<file path="config.mk">
export PLATFORM = sky130hd
export DESIGN_NAME = phn_ctrl
export DESIGN_NICKNAME = d
export VERILOG_FILES = /design/src/sv/phn_pkg.sv /design/src/sv/phn_ctrl.sv
export SDC_FILE = /design/constraint.sdc
export NUM_CORES = 1
export LEC_CHECK = 0
export ABC_AREA = 1
export BUFFER_PORTS_ARGS = -buffer_cell sky130_fd_sc_hd__buf_4
export CAP_MARGIN = 20
export CORE_AREA = 3 3 40 42
export CTS_CLUSTER_DIAMETER = 80
export DETAILED_ROUTE_END_ITERATION = 12
export DIE_AREA = 0 0 43 45
export GPL_TIMING_DRIVEN = 0
export PLACE_DENSITY_LB_ADDON = 0.2
export SLEW_MARGIN = 20
export SYNTH_ARGS = -nofsm -noshare
export SYNTH_HDL_FRONTEND = slang
export SYNTH_SLANG_ARGS = --single-unit
</file>
<file path="constraint.sdc">
create_clock -name clk -period 1.9 [get_ports clk]
set_input_delay 0.19 -clock clk [delete_from_list [all_inputs] [get_ports clk]]
set_output_delay 0.19 -clock clk [all_outputs]
set_load 0.05 [all_outputs]
</file>
<file path="src/sv/phn_pkg.sv">
// shared types and constants for the position histogram normalizer
`default_nettype none

package phn_pkg;

	localparam int CFG_W    = 24;
	localparam int HALF_W   = 23;
	localparam int NB_CFG_W = 7;
	localparam int POS_W    = 24;
	localparam int COORD_W  = 24;
	localparam int DENS_W   = 16;
	localparam int STEP_W   = $clog2(DENS_W);
	localparam int OUT_W    = COORD_W + DENS_W;
	localparam int IDX_W    = 2;

	localparam logic [IDX_W-1:0] REG_HALF_RANGE  = 2'd0;
	localparam logic [IDX_W-1:0] REG_BIN_SCALE   = 2'd1;
	localparam logic [IDX_W-1:0] REG_BIN_WIDTH   = 2'd2;
	localparam logic [IDX_W-1:0] REG_BINS_IN_USE = 2'd3;

	localparam logic [HALF_W-1:0]   HALF_RANGE_RST  = 23'd65536;
	localparam logic [CFG_W-1:0]    BIN_SCALE_RST   = 24'd4194304;
	localparam logic [CFG_W-1:0]    BIN_WIDTH_RST   = 24'd1024;
	localparam logic [NB_CFG_W-1:0] BINS_IN_USE_RST = 7'd64;

	localparam logic KIND_SAMPLE = 1'b0;
	localparam logic KIND_FINISH = 1'b1;

	localparam logic signed [COORD_W-1:0] COORD_MAX = 24'sh7FFFFF;
	localparam logic signed [COORD_W-1:0] COORD_MIN = 24'sh800000;

	// commands from the controller to the datapath
	typedef struct packed {
		logic take;
		logic mul;
		logic idx;
		logic upd;
		logic rd;
		logic load;
		logic div_step;
		logic out_load;
		logic next_bin;
		logic finish_clear;
	} phn_cmd_t;

	// status back to the controller
	typedef struct packed {
		logic dens_fixed;
		logic last_bin;
		logic out_free;
	} phn_sts_t;

endpackage

`default_nettype wire

</file>
<file path="src/sv/phn_ctrl.sv">
// controller state machine of the histogram normalizer
`default_nettype none

module phn_ctrl import phn_pkg::*; (
	input  wire logic     clk,
	input  wire logic     arst_n,
	input  wire logic     s_tvalid,
	input  wire logic     s_tuser,
	output logic          s_tready,
	input  wire phn_sts_t sts,
	output phn_cmd_t      cmd
);

	localparam logic [2:0] ST_IDLE = 3'd0;
	localparam logic [2:0] ST_MUL  = 3'd1;
	localparam logic [2:0] ST_IDX  = 3'd2;
	localparam logic [2:0] ST_UPD  = 3'd3;
	localparam logic [2:0] ST_RD   = 3'd4;
	localparam logic [2:0] ST_LOAD = 3'd5;
	localparam logic [2:0] ST_DIV  = 3'd6;
	localparam logic [2:0] ST_OUT  = 3'd7;

	logic [2:0]        state_q, state_d;
	logic [STEP_W-1:0] step_q, step_d;

	assign s_tready = (state_q == ST_IDLE);

	always_comb begin
		state_d = state_q;
		step_d  = step_q;
		cmd     = '0;
		case (state_q)
			ST_IDLE: begin
				if (s_tvalid) begin
					cmd.take = 1'b1;
					state_d  = (s_tuser == KIND_FINISH) ? ST_RD : ST_MUL;
				end
			end
			ST_MUL: begin
				cmd.mul = 1'b1;
				state_d = ST_IDX;
			end
			ST_IDX: begin
				cmd.idx = 1'b1;
				state_d = ST_UPD;
			end
			ST_UPD: begin
				cmd.upd = 1'b1;
				state_d = ST_IDLE;
			end
			ST_RD: begin
				cmd.rd  = 1'b1;
				state_d = ST_LOAD;
			end
			ST_LOAD: begin
				cmd.load = 1'b1;
				step_d   = '0;
				state_d  = sts.dens_fixed ? ST_OUT : ST_DIV;
			end
			ST_DIV: begin
				cmd.div_step = 1'b1;
				step_d       = step_q + 1'b1;
				if (step_q == STEP_W'(DENS_W - 1)) begin
					state_d = ST_OUT;
				end
			end
			ST_OUT: begin
				if (sts.out_free) begin
					cmd.out_load = 1'b1;
					if (sts.last_bin) begin
						cmd.finish_clear = 1'b1;
						state_d          = ST_IDLE;
					end else begin
						cmd.next_bin = 1'b1;
						state_d      = ST_RD;
					end
				end
			end
			default: begin
				state_d = ST_IDLE;
			end
		endcase
	end

	always_ff @(posedge clk or negedge arst_n) begin
		if (!arst_n) begin
			state_q <= ST_IDLE;
			step_q  <= '0;
		end else begin
			state_q <= state_d;
			step_q  <= step_d;
		end
	end

endmodule

`default_nettype wire

</file>
After elaboration in Yosys (flattened, before gate mapping):

Cells that the tools add are included.

* register bits after elaboration: 7
* input bits: 7
* output and inout bits: 11
* logic and storage cells: 37

* $add $sub $neg: 1
* equal/unequal tests: 11
* muxes and demuxes: 20
* reduce and logical (&&, ||, !) cells: 3

Operators with widths (count)
* 3-bit one-hot mux with 8 select lines: 1
* 3-bit 2-to-1 mux: 7
* 3-bit == test (second input constant): 4
* 1-bit 2-to-1 mux: 11
* 4-bit one-hot mux with 2 select lines: 1
* 3-bit by 2-bit == test with 1-bit output (second input constant): 2
* 2-bit inequality test (second input constant): 3
* 4-bit by 1-bit adder with 4-bit output (second input constant): 1
* 4-bit == test (second input constant): 1
* 3-bit by 1-bit == test with 1-bit output (second input constant): 1
* 3-bit zero test: 1
* 3-bit AND reduction: 1
* 2-bit nonzero test: 1

Longest topological paths before layout:

Gate-level depths: netlist (run 1).

* depth after elaboration: 3
* depth in mapped cells: 8

Least setup slack after synthesis (run 1):

OpenSTA, ideal clock, no wires.

* path type: flip-flop to output port
* start: register state_q[0]
* end: output port cmd[1] (netlist name)
* data arrival time: 1.635 ns
* data required time: 1.710 ns
* path slack: 0.075 ns
* cell stages (with the launch flop): 4
* buffers on the path: 1
* cell sequence: dfrtp_1 > buf_6 > nand3_1 > nor3_1

RTL lines
* from (decl): RTL line phn_ctrl.sv:23 `logic [2:0] state_q, state_d;`
* from (signal assigned): RTL line phn_ctrl.sv:90 `state_q <= state_d;`
* to (decl): RTL line phn_ctrl.sv:11 `output phn_cmd_t cmd`

==> impl_results.md, run 1 <==
* Worst slew pin tran at 216 ps
* RSZ-0062 raised after global routing: false
* Post-DRT Antenna Nets at 0
* Crit. End Element: output port
* Num CTS Buffers at 3
* H-tree Lvls at 1
* Chip Height at ~45 um
* Gpl congestion at 0.780
* First-pass GRT wire length at 1870 um
* CP arrival at 1320 ps
* CP Max Fanout at 10
* Initial antenna violation count at 0
* Synth Cell Area at roughly 540 um^2
* Dpl ws at 634 ps
* Starting DRT DRC Count at 5
* Fin. Hold Viols at 0
* Vias in the first global route at 462
* Max-cap violations at 0
* Die Width at 43 um
* Grt met3 use at 4.78%
* R2R cell count at 6
* Starting Density at 41.9%
* P per Cell Area at 1870 nW/um^2
* Overall power at 1.35 mW
* Period minus WS final at 1510 ps
* Skew-Pair Late Insertion Delay at about 250 ps
* Clk_skew at between 1.5 and 2 ps
* Post-Syn Instances at 70
* Cell taking the most area after synthesis: dfrtp_1
* Worst EP required at 1710 ps
* GR Util All Layers at between 10% and 20%
* Final setup vio count at 0
* Dpl hpwl at 910 um
* Slew headroom at 85.6%
* CTS sink count at 7
* Worst-path clk slew at 50 ps
* CTS tree: done
* DRT Pass-1 Iters at 2
* HP Class: in -> reg
* Met1 Resource Use GR at 15.6%
* Routed via count at 516
* DR vias/cell at 4.82
* # rows at 13
* Distinct cells, synth at 22
* DRC at 0
* Input/output buffers at 17
* # nets final at 101
* Final WS setup at 386 ps
* Net Count, Synth at 78
* Clock root buffer: clkbuf_4
* Setup TNS at 0 ps
* VDD IR-drop max at 907 uV
* CP Class: reg -> out
* Synth Register Bits at 7
* FF+latch area at roughly 180 um^2
* GRT met2 Usage at between 20% and 30%
* Fraction of layout cells with a size suffix above 1 at 35.9%
* Area Growth Syn to Fin at 34.0%
* Final period utilization at roughly 80%
* Clk buf depth at 2
* Achievable frequency at 661 MHz
* ANT cells at 0
* Busiest grt layer: met2
* Fin. max-slew vios at 0
* Largest cells by area after synthesis: dfrtp_1 (33%), nand2_1 (8.4%), nand3_1 (7.4%)
* Area taken by multi-input logic gates at around 280 um^2
* Io pins at 18
* Grt total ovfl at 0
* Core Region at 1280 um^2
* Largest net degree at the start of global routing at 11
* Final WL at 1120 um
* Leak pwr at approximately 0.39 nW
* Mean Syn Cell Area at 7.69 um^2
* Ys Warns at 0
* Synth top area share at 32.6%
* Die area at 1940 um^2
* Critical path startpoint category: flop
* Hold Path Cell Cnt at 4
* Filler cell count in the final layout at about 130
* Outcome: finished clean
* Drt wl/cell at 10.5 um
* Post-synthesis sequential area ratio at between 30% and 40%
[critical path: stages, from the launching register on]
cell	delay (ps)
dfrtp_1	370
buf_6	150
inv_8	60
nand2_4	60
nor2_4	100
inv_1	40
nor2_1	80
buf_4	200
[routing by layer]
metal / vias up / wire length [um]
met4: 0 / 16
met1: 232 / 513
met2: 10 / 541
met3: 4 / 48
met5: - / 0
li1: 270 / -
[area by class of cell]
type | count | share of cell area, %
multi-input cells | 49 | 38.2
flip-flops and latches | 7 | 24.3
repair buffers | 18 | 19.1
inverters | 11 | 7.47
plain buffers | 3 | 4.69
clock buffers | 4 | 3.65
well taps | 15 | 2.60
[metrics by stage]
step | hold slack, ps | utilization [%] | std cells | instance area (um^2)
2_1_floorplan | -106 | - | 70 | 538
3_3_place_gp | 6.32 | 53.3 | 102 | 684
3_5_place_dp | 7.63 | 53.3 | 102 | 684
4_1_cts | 218 | 56.1 | 107 | 721
5_1_grt | 243 | 56.1 | 107 | 721
6_report | 226 | 56.1 | 107 | 721
[power breakdown]
part	switching [mW]	leakage [nW]	internal, mW	total (mW)
clock	0.0517	0.0150	0.0799	0.132
sequential	0.0469	0.0873	0.218	0.265
combinational	0.625	0.287	0.325	0.950
total	0.724	0.389	0.622	1.35
[cell families after synthesis]
logic type / count (synthesis) / synth area share, %
AND/OR/NAND/NOR: 39 / 38.4
buffers and inverters: 14 / 16.3
AO/OA/AOI/OAI: 7 / 7.21
flip-flops: 7 / 32.6
XOR/XNOR: 2 / 3.26
adder cells (fa/ha/maj): 1 / 2.33
[placed cells by master (no fill, tap or decap)]
cell type	netlist	routed
nand2_4	1	1
dlygate4sd3_1	0	1
o21ai_1	2	2
inv_1	8	8
inv_6	1	1
nor2_2	1	1
buf_4	0	17
nor2_1	8	8
xor2_1	1	1
inv_8	1	1
nand3_4	1	1
nand3_1	8	8
xnor2_1	1	1
nand2_1	12	12
a31o_2	1	1
clkbuf_1	0	1
nand4_1	2	2
nor3_1	3	3
buf_6	3	3
clkbuf_4	0	3
inv_2	1	1
dfrtp_1	7	7
ha_1	1	1
nand2_2	1	1
o21ai_0	4	4
nor2_4	2	2
[registers in the layout, summed over array words and instances, names as in the netlist]
name     flops
step_q       4
state_q      3
[final timing paths]
check / slack (ps) / start / endpoint
min in group asynchronous: 300 / arst_n / step_q[2]
min: 230 / s_tuser / state_q[0]
max reg2reg: 720 / step_q[0] / state_q[1]
max: 390 / state_q[0] / cmd[9]
min reg2reg: 540 / step_q[0] / step_q[0]
max in group asynchronous: 1480 / arst_n / step_q[0]
[repair_timing]
action | CTS | global route
endpoints found under the setup margin | 0 | 0
setup buffers | 0 | 0
hold buffers | 1 | 0
hold endpoints to repair | 7 | 0
resized for setup | 0 | 0
[cell usage after synthesis]
cell     instances
nand2_1         12
inv_1            8
nand3_1          8
nor2_1           8
dfrtp_1          7
o21ai_0          4
buf_6            3
nor3_1           3
nand4_1          2
nor2_4           2
o21ai_1          2
a31o_2           1
ha_1             1
inv_2            1
inv_6            1
inv_8            1
nand2_2          1
nand2_4          1
nand3_4          1
nor2_2           1
xnor2_1          1
xor2_1           1
No activity file was read; power rests on OpenSTA's default activity.
==> inputs of run 2 (changes only) <==
==> constraint.sdc (replaced) <==
create_clock -name clk -period 1.45 [get_ports clk]
set_input_delay 0.145 -clock clk [delete_from_list [all_inputs] [get_ports clk]]
set_output_delay 0.145 -clock clk [all_outputs]
set_load 0.05 [all_outputs]
==> run 2 against run 1 <==
Against the previous run: clock power grew 31%; utilization grew 3.4 points; final cell count grew 1.9%; worst hold slack lost 55 ps; total power grew 39%; highest routed layer is now met3.
==> impl_results.md, run 2 (synthesis results as in run 1) <==
* Overall power at 1.87 mW (was 1.35 mW)
* Drt wl/cell at 10.7 um (was 10.5 um)
* Num CTS Buffers at 3 (unchanged)
* Skew-Pair Late Insertion Delay at 250 ps (about the same)
* Final WL at 1170 um (was 1120 um)
* CP Class: reg -> out (unchanged)
* Initial antenna violation count at 0 (unchanged)
* Slew headroom at 86.5% (was 85.6%)
* Grt total ovfl at 0 (unchanged)
* Worst EP required at 1310 ps (was 1710 ps)
* P per Cell Area at 2440 nW/um^2 (was 1870 nW/um^2)
* CTS sink count at 7 (unchanged)
* Most frequent cells in the layout: buf_4 (16), nand2_1 (11), nand3_1 (8), inv_1 (7), dfrtp_1 (7) (was buf_4 (17), nand2_1 (12), inv_1 (8), nor2_1 (8), nand3_1 (8))
* Area taken by multi-input logic gates at 293 um^2 (was 275 um^2)
* Vias in the first global route at 456 (was 462)
* Final WS setup at 24.7 ps (was 386 ps)
* Leak pwr at 0.400 nW (was 0.389 nW)
* Dpl hpwl at 865 um (was 910 um)
* ANT cells at 0 (unchanged)
* Commonest non-fill, non-tap cell in the layout: buf_4 (unchanged)
* Clk buf depth at 2 (unchanged)
* CP Max Fanout at 6 (was 10)
* Dpl ws at 246 ps (was 634 ps)
* FF+latch area at 175 um^2 (unchanged)
* CTS tree: done (unchanged)
* Outcome: finished clean (unchanged)
* DR vias/cell at 4.60 (was 4.82)
* DRT Pass-1 Iters at 4 (was 2)
* Routed via count at 501 (was 516)
* Clk_skew at 4.52 ps (was 1.62 ps)
* Fin. max-slew vios at 0 (unchanged)
* HP Class: in -> reg (unchanged)
* Fin. Hold Viols at 0 (unchanged)
* Fraction of layout cells with a size suffix above 1 at 42.6% (was 35.9%)
* GR Util All Layers at 12.9% (was 13.0%)
* Worst slew pin tran at 202 ps (was 216 ps)
* DRC at 0 (unchanged)
* Achievable frequency at ~700 MHz
* Clock root buffer: clkbuf_4 (unchanged)
* Input/output buffers at 17 (unchanged)
* Final setup vio count at 0 (unchanged)
* Die Width at 43 um (unchanged)
* Chip Height at 45 um (unchanged)
* Final period utilization at between 90% and 100%
* Starting Density at 41.9% (unchanged)
* Area Growth Syn to Fin at 42.1% (was 34.0%)
* Worst-path clk slew at 50 ps (about the same)
* Max-cap violations at 0 (unchanged)
* Filler cell count in the final layout at 113 (was 127)
* Die area at 1940 um^2 (unchanged)
* Io pins at 18 (unchanged)
* First-pass GRT wire length at 1960 um (was 1870 um)
* Period minus WS final at between 1000 and 1500 ps
* CP arrival at 1280 ps (was 1320 ps)
* H-tree Lvls at 1 (unchanged)
* RSZ-0062 raised after global routing: true (was false)
* VDD IR-drop max at 1620 uV (was 907 uV)
* Most flop-heavy register: step_q (unchanged)
* Starting DRT DRC Count at 5 (unchanged)
* Largest registers: step_q: 4 flops, state_q: 3 flops (unchanged)
* Core Region at 1280 um^2 (unchanged)
* Gpl congestion at 0.734 (was 0.780)
* # rows at 13 (unchanged)
* Crit. End Element: output port (unchanged)
* # nets final at 103 (was 101)
* Post-DRT Antenna Nets at 0 (unchanged)
* Largest register FFs at 4 (unchanged)
* Largest net degree at the start of global routing at 11 (unchanged)
* Critical path startpoint category: flop (unchanged)
==> run 2: critical path, stage by stage, from the launching register on <==
cell	delay (ps)
dfrtp_1	370
buf_6	140
inv_8	60
nand2_4	60
nor2_4	100
inv_1	70
nor2_4	80
buf_6	150
==> run 2: path summary, 6_finish.rpt <==
path                                 start  depth (start not counted)    endpoint  slack [ps]
max in group asynchronous           arst_n                          2   step_q[1]        1080
worst max register to register  state_q[0]                          6  state_q[1]         260
min in group asynchronous           arst_n                          2   step_q[0]         250
worst max-delay path            state_q[0]                          7      cmd[9]          20
worst min-delay path               s_tuser                          4  state_q[0]         170
worst min register to register   step_q[1]                          2   step_q[1]         540
==> run 2: cell type report <==
cell class	count	area share (%)
inverters	11	7.04
plain buffers	3	4.42
clock buffers	4	3.44
repair buffers	20	21.4
flip-flops and latches	7	22.9
well taps	15	2.45
multi-input cells	49	38.3
==> run 2: power by group <==
| group | switching (mW) | leakage (nW) | internal [mW] |
|---|---|---|---|
| Combinational | 0.860 | 0.298 | 0.488 |
| Clock | 0.0680 | 0.0150 | 0.105 |
| Sequential | 0.0621 | 0.0873 | 0.285 |
| Total | 0.990 | 0.400 | 0.878 |
==> run 2: through the flow <==
stage	cell area (um^2)	hold WS (ps)	instances	TNS (ps)	utilization [%]
floorplan	551	-151	70	-576	-
global placement	697	-38.8	102	0	54.2
detailed placement	697	-39.1	102	0	54.2
CTS	752	172	109	0	58.5
global route	764	187	109	-94.7	59.5
finish	764	171	109	0	59.5
==> run 2: metal layers <==
layer	GRT usage (%)	vias to the layer above	share of wire [%]
met5	0	-	0
met3	4.78	0	5.5
met4	0	0	0
li1	-	269	-
met2	21.0	12	45
met1	17.7	220	50
==> run 2: repair_timing <==
action / in CTS / in global routing
resized for setup: 1 / 5
pin swaps: 0 / 1
hold endpoints to repair: 7 / 0
hold buffers: 1 / 0
buffers inserted: 2 / 0
endpoints found under the setup margin: 1 / 5
==> inputs of run 3 (changes only) <==
--- a/config.mk
+++ b/config.mk
@@ -8,10 +8,10 @@
 export ABC_AREA = 1
 export BUFFER_PORTS_ARGS = -buffer_cell sky130_fd_sc_hd__buf_4
 export CAP_MARGIN = 20
-export CORE_AREA = 3 3 40 42
+export CORE_AREA = 2 2 39 41
 export CTS_CLUSTER_DIAMETER = 80
 export DETAILED_ROUTE_END_ITERATION = 12
-export DIE_AREA = 0 0 43 45
+export DIE_AREA = 0 0 41 43
 export GPL_TIMING_DRIVEN = 0
 export PLACE_DENSITY_LB_ADDON = 0.2
 export SLEW_MARGIN = 20
==> run 3 against run 2 <==
Against the previous run: sequential power is 2% lower; via count is 1.2% higher; routed wire length is 8.3% lower; clock power hardly changed; fmax is 1.7% higher; register-to-register slack hardly changed; critical path depth stayed put; non-clock buffer count is 2 higher; total power is 0.88% lower; clock skew is 3.1 ps higher; sequential share of layout area is 0.11 points lower; clock-buffer cell count stayed put; highest routed layer is now met4.
==> impl_results.md, run 3 (synthesis results as in run 1) <==
* Outcome: finished clean (unchanged)
* Core Region at 1380 um^2 (was 1280 um^2)
* ANT cells at 0 (unchanged)
* P per Cell Area at 2410 nW/um^2 (was 2440 nW/um^2)
* CP Max Fanout at 6 (unchanged)
* Drt wl/cell at 9.54 um (was 10.7 um)
* Most flop-heavy register: step_q (unchanged)
* # nets final at 105 (was 103)
* Met1 wire length at 509 um (was 581 um)
* DP Area at 698 um^2 (was 697 um^2)
* Gpl congestion at 0.741 (was 0.734)
* Largest net degree at the start of global routing at 11 (unchanged)
* Final period utilization at 96.7% (was 98.3%)
* Metal2 WL at 495 um (was 519 um)
* Die area at 1760 um^2 (was 1940 um^2)
* Worst slew pin tran at 198 ps (was 202 ps)
* Skew-Pair Late Insertion Delay at 250 ps (about the same)
* Largest register FFs at 4 (unchanged)
* HP Class: in -> reg (unchanged)
* DR vias/cell at 4.53 (was 4.60)
* GR Util All Layers at 14.2% (was 12.9%)
* Clk buf depth at 2 (unchanged)
* Max-cap violations at 0 (unchanged)
* Fin. Hold Viols at 0 (unchanged)
* Post-DRT Antenna Nets at 0 (unchanged)
* Crit. End Element: output port (unchanged)
* Routed via count at 507 (was 501)
* Io pins at 18 (unchanged)
* H-tree Lvls at 1 (unchanged)
* Leak pwr at 0.410 nW (was 0.400 nW)
* Grt total ovfl at 0 (unchanged)
* VDD IR-drop max at 1220 uV (was 1620 uV)
* Largest registers: step_q: 4 flops, state_q: 3 flops (unchanged)
* Achievable frequency at 713 MHz (was 702 MHz)
* Dpl hpwl at 808 um (was 865 um)
* Clock root buffer: clkbuf_4 (unchanged)
* Critical path startpoint category: flop (unchanged)
* Worst EP required at 1310 ps (about the same)
* Clk_skew at 7.60 ps (was 4.52 ps)
* Vias in the first global route at 404 (was 456)
* Top Layer Used: met4 (was met3)
* Setup TNS at 0 ps (unchanged)
* DRC at 0 (unchanged)
* Fraction of layout cells with a size suffix above 1 at 41.7% (was 42.6%)
* Period minus WS final at 1400 ps (was 1430 ps)
* Layout Cell Area excl Fill at 768 um^2 (was 764 um^2)
* Input/output buffers at 17 (unchanged)
* Num CTS Buffers at 3 (unchanged)
* CP Class: reg -> out (unchanged)
* Slew headroom at 86.8% (was 86.5%)
* Die Width at 41 um (was 43 um)
* CP arrival at 1260 ps (was 1280 ps)
* First-pass GRT wire length at 1670 um (was 1960 um)
* Starting DRT DRC Count at 13 (was 5)
* Commonest non-fill, non-tap cell in the layout: buf_4 (unchanged)
* Final WL at 1070 um (was 1170 um)
* # rows at 14 (was 13)
* CTS tree: done (unchanged)
* Chip Height at 43 um (was 45 um)
* Initial antenna violation count at 0 (unchanged)
* Worst-path clk slew at 50 ps (about the same)
* CTS sink count at 7 (unchanged)
* Final setup vio count at 0 (unchanged)
* Area Growth Syn to Fin at 42.8% (was 42.1%)
* DRT Pass-1 Iters at 4 (unchanged)
* RSZ-0062 raised after global routing: true (unchanged)
* Starting Density at 38.9% (was 41.9%)
* Fin. max-slew vios at 0 (unchanged)
* Routed wl met3 at 58 um (was 64 um)
* Most frequent cells in the layout: buf_4 (20), nand2_1 (12), nand3_1 (8) (was buf_4 (16), nand2_1 (11), nand3_1 (8), inv_1 (7), dfrtp_1 (7))
run 3: cell count changes in the layout (fill, tap and decap cells not counted):
cell,before,now
buf_4,16,20
buf_6,6,4
nand2_1,11,12
nand2_2,2,1
nor2_1,6,7
nor2_2,2,1
run 3: per-stage QoR:
| stage | power (mW) | cells | hold slack, ps | utilization, % | worst slack, ps |
|---|---|---|---|---|---|
| 2_1_floorplan | 1.34 | 70 | -151 | - | -288 |
| 3_3_place_gp | 1.59 | 103 | -38.0 | 50.5 | 262 |
| 3_5_place_dp | 1.60 | 103 | -36.4 | 50.5 | 253 |
| 4_1_cts | 1.81 | 109 | 169 | 53.9 | 4.82 |
| 5_1_grt | 2.00 | 112 | 181 | 55.5 | -23.1 |
| 6_report | 1.85 | 112 | 175 | 55.5 | 48.2 |
run 3: worst paths after layout:
| kind | startpoint | endpoint | slack [ps] | cells past startpoint |
|---|---|---|---|---|
| worst min-delay path | s_tuser | state_q[0] | 170 | 4 |
| min in group asynchronous | arst_n | step_q[1] | 240 | 2 |
| worst max register to register | state_q[0] | state_q[1] | 260 | 6 |
| worst min register to register | step_q[0] | step_q[0] | 520 | 1 |
| max in group asynchronous | arst_n | state_q[2] | 1080 | 2 |
| worst max-delay path | state_q[0] | cmd[9] | 50 | 7 |
run 3: per-layer routing:
layer	up-vias	track usage [%]
met5	-	0
met4	0	6.00
met3	2	6.28
met2	12	18.1
met1	215	20.3
li1	278	-
run 3: layout make-up:
class                      count  area [um^2]
clock buffer                   4         26.3
timing repair buffer          22          171
inverter                      11         53.8
buffer                         3         33.8
fill                         134          616
multi-input combinational     49          288
tap                           16         20.0
sequential                     7          175
run 3: critical path, cell delays in order, from the launching register on:
cell and delay (ps):
dfrtp_1 370, buf_6 140, inv_8 60, nand2_4 60, nor2_4 110, inv_2 50
nor2_4 70, buf_6 150
run 3: repair_timing:
| action | in CTS | in global routing |
|---|---|---|
| hold buffers | 1 | 0 |
| hold endpoints to repair | 7 | 0 |
| resized for setup | 2 | 0 |
| pin swaps | 1 | 1 |
| buffers inserted | 1 | 3 |
| endpoints found under the setup margin | 1 | 3 |
run 3: power breakdown:
| group | internal (mW) | leakage [nW] | switching (mW) |
|---|---|---|---|
| Combinational | 0.496 | 0.308 | 0.842 |
| Sequential | 0.285 | 0.0873 | 0.0559 |
| Clock | 0.105 | 0.0150 | 0.0670 |
| Total | 0.886 | 0.410 | 0.964 |
